### config.mk
export PLATFORM = sky130hd
export DESIGN_NAME = mme_ctrl
export DESIGN_NICKNAME = d
export VERILOG_FILES = /design/src/hdl/mme_pkg.sv /design/src/hdl/mme_ctrl.sv
export SDC_FILE = /design/constraint.sdc
export NUM_CORES = 1
export LEC_CHECK = 0
export BUFFER_PORTS_ARGS = -buffer_cell sky130_fd_sc_hd__clkbuf_2
export CELL_PAD_IN_SITES_DETAIL_PLACEMENT = 1
export CELL_PAD_IN_SITES_GLOBAL_PLACEMENT = 2
export CORE_MARGIN = 2
export CORE_UTILIZATION = 25
export DETAILED_ROUTE_END_ITERATION = 8
export PLACE_DENSITY_LB_ADDON = 0.1
export SETUP_SLACK_MARGIN = 0.1
export SYNTH_ARGS = -nofsm -noshare
export SYNTH_HDL_FRONTEND = slang
export SYNTH_SLANG_ARGS = --single-unit
### constraint.sdc
create_clock -name clk_i -period 2.6 [get_ports clk_i]
set_input_delay 0.65 -clock clk_i [delete_from_list [all_inputs] [get_ports clk_i]]
set_output_delay 0.65 -clock clk_i [all_outputs]
set_load 0.05 [all_outputs]
### src/hdl/mme_pkg.sv
`timescale 1ns / 1ps
// Shared constants, types and helper functions for the matrix multiply engine.
// No dependencies; every other design file but mme_ram refers to it by scoped names.
package mme_pkg;

  // Sizing
  localparam int MAX_DIM    = 8;
  localparam int DATA_WIDTH = 32;
  localparam int FRAC_BITS  = 16;
  localparam int IDX_W      = 3;                           // row / column field width
  localparam int DIM_W      = 4;                           // dimension register width
  localparam int DEPTH      = MAX_DIM * MAX_DIM;
  localparam int ADDR_W     = $clog2(DEPTH);
  localparam int PROD_W     = 2 * DATA_WIDTH;
  localparam int ACC_W      = 52;
  localparam int REQ_W      = 2;
  localparam int CFG_IDX_W  = 2;

  // Request codes
  localparam logic [REQ_W-1:0] REQ_WRITE_A = 2'd0;
  localparam logic [REQ_W-1:0] REQ_WRITE_B = 2'd1;
  localparam logic [REQ_W-1:0] REQ_COMPUTE = 2'd2;

  // Configuration register indexes
  localparam logic [CFG_IDX_W-1:0] CFG_ROWS_A     = 2'd0;
  localparam logic [CFG_IDX_W-1:0] CFG_INNER_SIZE = 2'd1;
  localparam logic [CFG_IDX_W-1:0] CFG_COLS_B     = 2'd2;

  localparam logic [DIM_W-1:0] DIM_RESET = 4'd4;

  // Controller to datapath commands
  typedef struct packed {
    logic             wr_a;     // write load item into store A
    logic             wr_b;     // write load item into store B
    logic             rd_en;    // read one A/B pair for a product
    logic             rd_first; // first product of a dot product
    logic [IDX_W-1:0] row;
    logic [IDX_W-1:0] col;
    logic [IDX_W-1:0] k;
    logic             emit;     // load the output register
    logic             last;     // final element of the product
  } cmd_t;

  // Datapath to controller status
  typedef struct packed {
    logic pipe_busy;  // products still in flight
    logic out_free;   // output register can take a new item
  } stat_t;

  // Clamp a written dimension to 1..MAX_DIM
  function automatic logic [DIM_W-1:0] clamp_dim(input logic [DIM_W-1:0] v);
    logic [DIM_W-1:0] r;
    if (v == '0) begin
      r = DIM_W'(1);
    end else if (v > DIM_W'(MAX_DIM)) begin
      r = DIM_W'(MAX_DIM);
    end else begin
      r = v;
    end
    return r;
  endfunction

  // Store address of element (row, col)
  function automatic logic [ADDR_W-1:0] elem_addr(input logic [IDX_W-1:0] row,
                                                  input logic [IDX_W-1:0] col);
    return ADDR_W'(ADDR_W'(row) * ADDR_W'(MAX_DIM) + ADDR_W'(col));
  endfunction

endpackage

### src/hdl/mme_ctrl.sv
`timescale 1ns / 1ps
// Controller: dimension registers, request decode and the row/column/inner
// sequencer. Depends on mme_pkg; drives mme_datapath through cmd_t.
module mme_ctrl (
  input  logic                           clk_i,
  input  logic                           rst_ni,
  input  logic                           cfg_we_i,
  input  logic [mme_pkg::CFG_IDX_W-1:0]  cfg_idx_i,
  input  logic [mme_pkg::DIM_W-1:0]      cfg_data_i,
  input  logic                           req_valid_i,
  input  logic [mme_pkg::REQ_W-1:0]      req_type_i,
  output logic                           req_ready_o,
  input  mme_pkg::stat_t                 stat_i,
  output mme_pkg::cmd_t                  cmd_o
);

  typedef enum logic [1:0] {
    ST_IDLE,
    ST_READ,
    ST_WAIT
  } state_e;

  state_e                      state_q;
  logic [mme_pkg::DIM_W-1:0]   rows_q, inner_q, cols_q;
  logic [mme_pkg::IDX_W-1:0]   row_q, col_q, k_q;
  logic                        accept;
  logic                        last_k, last_row, last_col;

  // Counter end conditions against the dimension registers
  assign last_k   = (mme_pkg::DIM_W'(k_q) + mme_pkg::DIM_W'(1)) == inner_q;
  assign last_row = (mme_pkg::DIM_W'(row_q) + mme_pkg::DIM_W'(1)) == rows_q;
  assign last_col = (mme_pkg::DIM_W'(col_q) + mme_pkg::DIM_W'(1)) == cols_q;

  assign req_ready_o = (state_q == ST_IDLE);
  assign accept      = req_valid_i && req_ready_o;

  // Commands to the datapath
  always_comb begin
    cmd_o          = '0;
    cmd_o.wr_a     = accept && (req_type_i == mme_pkg::REQ_WRITE_A);
    cmd_o.wr_b     = accept && (req_type_i == mme_pkg::REQ_WRITE_B);
    cmd_o.rd_en    = (state_q == ST_READ);
    cmd_o.rd_first = (k_q == '0);
    cmd_o.row      = row_q;
    cmd_o.col      = col_q;
    cmd_o.k        = k_q;
    cmd_o.emit     = (state_q == ST_WAIT) && !stat_i.pipe_busy && stat_i.out_free;
    cmd_o.last     = last_row && last_col;
  end

  // Sequencer and configuration registers
  always_ff @(posedge clk_i or negedge rst_ni) begin
    if (!rst_ni) begin
      state_q <= ST_IDLE;
      rows_q  <= mme_pkg::DIM_RESET;
      inner_q <= mme_pkg::DIM_RESET;
      cols_q  <= mme_pkg::DIM_RESET;
      row_q   <= '0;
      col_q   <= '0;
      k_q     <= '0;
    end else begin
      if (cfg_we_i) begin
        unique case (cfg_idx_i)
          mme_pkg::CFG_ROWS_A:     rows_q  <= mme_pkg::clamp_dim(cfg_data_i);
          mme_pkg::CFG_INNER_SIZE: inner_q <= mme_pkg::clamp_dim(cfg_data_i);
          mme_pkg::CFG_COLS_B:     cols_q  <= mme_pkg::clamp_dim(cfg_data_i);
          default: ;
        endcase
      end

      unique case (state_q)
        ST_IDLE: begin
          if (accept && (req_type_i == mme_pkg::REQ_COMPUTE)) begin
            row_q   <= '0;
            col_q   <= '0;
            k_q     <= '0;
            state_q <= ST_READ;
          end
        end
        // one A/B read pair per cycle
        ST_READ: begin
          if (last_k) begin
            k_q     <= '0;
            state_q <= ST_WAIT;
          end else begin
            k_q <= k_q + mme_pkg::IDX_W'(1);
          end
        end
        // drain the products, then hand the element to the output register
        ST_WAIT: begin
          if (cmd_o.emit) begin
            if (last_row && last_col) begin
              row_q   <= '0;
              col_q   <= '0;
              state_q <= ST_IDLE;
            end else if (last_col) begin
              col_q   <= '0;
              row_q   <= row_q + mme_pkg::IDX_W'(1);
              state_q <= ST_READ;
            end else begin
              col_q   <= col_q + mme_pkg::IDX_W'(1);
              state_q <= ST_READ;
            end
          end
        end
        default: state_q <= ST_IDLE;
      endcase
    end
  end

endmodule

==> reports/qor.yml <==
finish:
  nFillCells: 626
  layout.cells.non_filler: 243
  final_layout_size_suffix_gt1_share_pct: 37.0
  fin_nets: 192
  fin_util_pct: 33.4
  area_growth_pct: 28.8
  diodes: 0
cts:
  cts.sinks: 23
  cts_tree: "done"
  numCtsBuffers: 3
  clock_path_buffers: 2
  cts_hold_buf: 0
  htreeDepth: 1
  cts_root_buf: "clkbuf_8"
  clkTransAtPathRegs_ns: 0.09
  clkLatencyLatePin_ns: 0.27
flow_run:
  maxCapViolations: 0
timing:
  worst-slew-pin-transition_ns: 0.603
  rsz0062_at_grt: "false"
  fmax_mhz: 411
  tns_ns: 0
  min_period_over_period_pct: 93.5
  setup_viol: 0
  slew_headroom_pct: 59.8
  hold_viol: 0
  clock_skew_ns: 0.00896
  min_period_ns: 2.43
  timing.hold.ws_ns: 0.367
  finalMaxSlewViolations: 0
die:
  row_count: 26
  core_mm2: 0.00514
  dieArea_mm2: 0.00594
  chipHeight_um: 77.1
  start_util_pct: 26.0
  die_w_um: 77.1
  ios: 30
logic_synthesis:
  synth.distinct_cells: 42
  synth_fp_nets: 151
  synth_top_area_share_pct: 37.5
  ys.flop_type: "dfrtp_1"
  async_flop_share_pct: 100
  yosysWarnings: 0
  netlist_instances: 133
  ys_seq_elements: 23
  synth_area_leaders: "dfrtp_1 37%, dfstp_2 5.9%, nand2_1 4.8%, o21ai_0 4.5%, xor2_1 3.9%"
  synth_edf_count: 0
  yosys.area.top_type: "dfrtp_1"
  syn_area_mm2: 0.00134
  avgSynthCellArea_um2: 10.0
  yosysSeqAreaShare_pct: 43.4
grt:
  grt-ovfl-total: 0
  grt_start_max_net_pins: 24
  antenna_found_initial: 0
  grt_pass1_wl_um: 6000
  grt_pass1_vias: 1135
  grt_usage_pct: 12.8
routing:
  drt_iter0_drc: 52
  final_antenna_net_count: 0
  firstDrtPassIters: 4
  drc: 0
  via_per_inst: 4.56
  num_vias: 1107
  post_drt_wl_per_cell_um: 14.2
  routed_wl_um: 3440
power:
  p_per_area_mw_per_mm2: 1040
  peakVddDrop_uv: 238
  leakagePower_nw: 0.761
  power_mw: 1.79
worst_setup_path:
  cp.required_ns: 1.95
  rr_worst_depth: 8
  r2r_start: "row_q[0]"
  slowest_delay_ns: 0.42
  r2r_end: "row_q[2]"
  cp_max_fo: 2
  crit_path_end_kind: "primary output"
  start_kind: "flip-flop"
  path_cells: "ha_2 -> xor2_1 -> a211oi_2 -> o211ai_2 -> nor2_4 -> clkbuf_8"
  cp_data_arrival_time_ns: 1.78
  slowest_stage: "dfrtp_2"
  reg2reg_slack_ns: 0.54
  critical_path_class: "reg -> out"
outcome:
  status: "complete, no violations"
hold_path:
  hold_class: "in -> async"
placement:
  finalWeightedCongestion: 0.688
  post-place-cells: 231
  port_buffers: 29
  post-dp-hpwl_um: 2670
logic make-up (layout without fill, tap and decap cells):
group	Yosys count	count (layout)	synth area share, %
buffers and inverters	11	51	3.65
AOI/OAI and AO/OA	35	35	20.2
muxes	5	5	4.03
DFF	23	23	43.4
xor gates and xnor gates	11	11	7.22
adders and majority gates	4	4	3.75
and+or+nand+nor	44	44	17.7
worst max-delay path: cells and delay by family, from the launching register on:
kind / cells / cell delay (ns)
flip-flops: 1 / 0.42
AO/OA/AOI/OAI: 2 / 0.33
adder cells (fa/ha/maj): 1 / 0.29
XOR/XNOR: 1 / 0.18
buffers and inverters: 1 / 0.18
AND/OR/NAND/NOR: 1 / 0.10
metal layers:
| layer | global-route usage (%) | wire length [µm] |
|---|---|---|
| met1 | 18.1 | 1700 |
| met2 | 19.0 | 1550 |
| met3 | 3.06 | 144 |
| met4 | 4.82 | 51 |
| met5 | 0 | 0 |
flip-flops by register name, summed over array words and instances (netlist names):
register	cells
k_q	3
col_q	3
row_q	3
cols_q	4
inner_q	4
rows_q	4
state_q	2
worst max-delay path by stage:
stage                     startpoint        to  slack, ns
after floorplan             row_q[1]  cmd_o[0]       0.11
after global placement      row_q[0]  cmd_o[0]       0.24
after detailed placement    row_q[0]  cmd_o[0]       0.20
after CTS                   row_q[0]  cmd_o[0]       0.10
after global routing        row_q[0]  cmd_o[0]       0.09
final                       row_q[0]  cmd_o[0]       0.17
final cells by class:
cell class	count	area, µm²	area share [%]
Clock buffer	4	45.0	2.62
Inverter	9	33.8	1.97
Multi-Input combinational cell	99	748	43.5
Sequential cell	23	583	33.9
Tap cell	70	87.6	5.09
Timing Repair Buffer	38	221	12.9
layout by cell type, fill, tap and decap left out, drive strengths merged, types with 3 or more instances in the layout:
master / instances
clkbuf: 33
dfrtp: 20
nand2: 18
o21ai: 13
buf: 9
inv: 8
nand3b: 6
xor2: 6
xnor2: 5
nor2: 5
nand2b: 4
ha: 4
a21oi: 3
dfstp: 3
mux2: 3
o211ai: 3
Yosys cell counts, types with 2 or more instances:
library cell,n
a21oi_1,3
a31oi_1,2
and4b_1,2
dfrtp_1,20
dfstp_2,3
ha_1,4
inv_1,8
mux2_2,2
mux2i_1,2
nand2_1,17
nand2b_1,4
nand3_1,2
nand3b_1,6
nor2_1,5
nor2b_1,2
nor3_1,2
o2111ai_1,2
o211ai_1,2
o21ai_0,12
o21bai_1,2
xnor2_1,5
xor2_1,6
repair_timing:
| action | 4_1_cts | 5_1_grt |
|---|---|---|
| resized for setup | 2 | 6 |
| setup buffers | 3 | 5 |
| setup endpoints to repair | 1 | 1 |
| pin swaps | 1 | 4 |
power by group:
group / total [mW] / leakage [nW] / internal, mW / switching [mW]
clock network: 0.231 / 0.0228 / 0.110 / 0.121
registers: 0.589 / 0.281 / 0.462 / 0.127
logic: 0.969 / 0.457 / 0.321 / 0.648
stage by stage:
step	setup slack (ns)	instance area, µm²
final	0.169	1720
after global routing	0.0947	1720
after CTS	0.102	1650
after detailed placement	0.197	1580
after global placement	0.240	1580
after floorplan	0.111	1350
(Power assumes the default switching activity.)
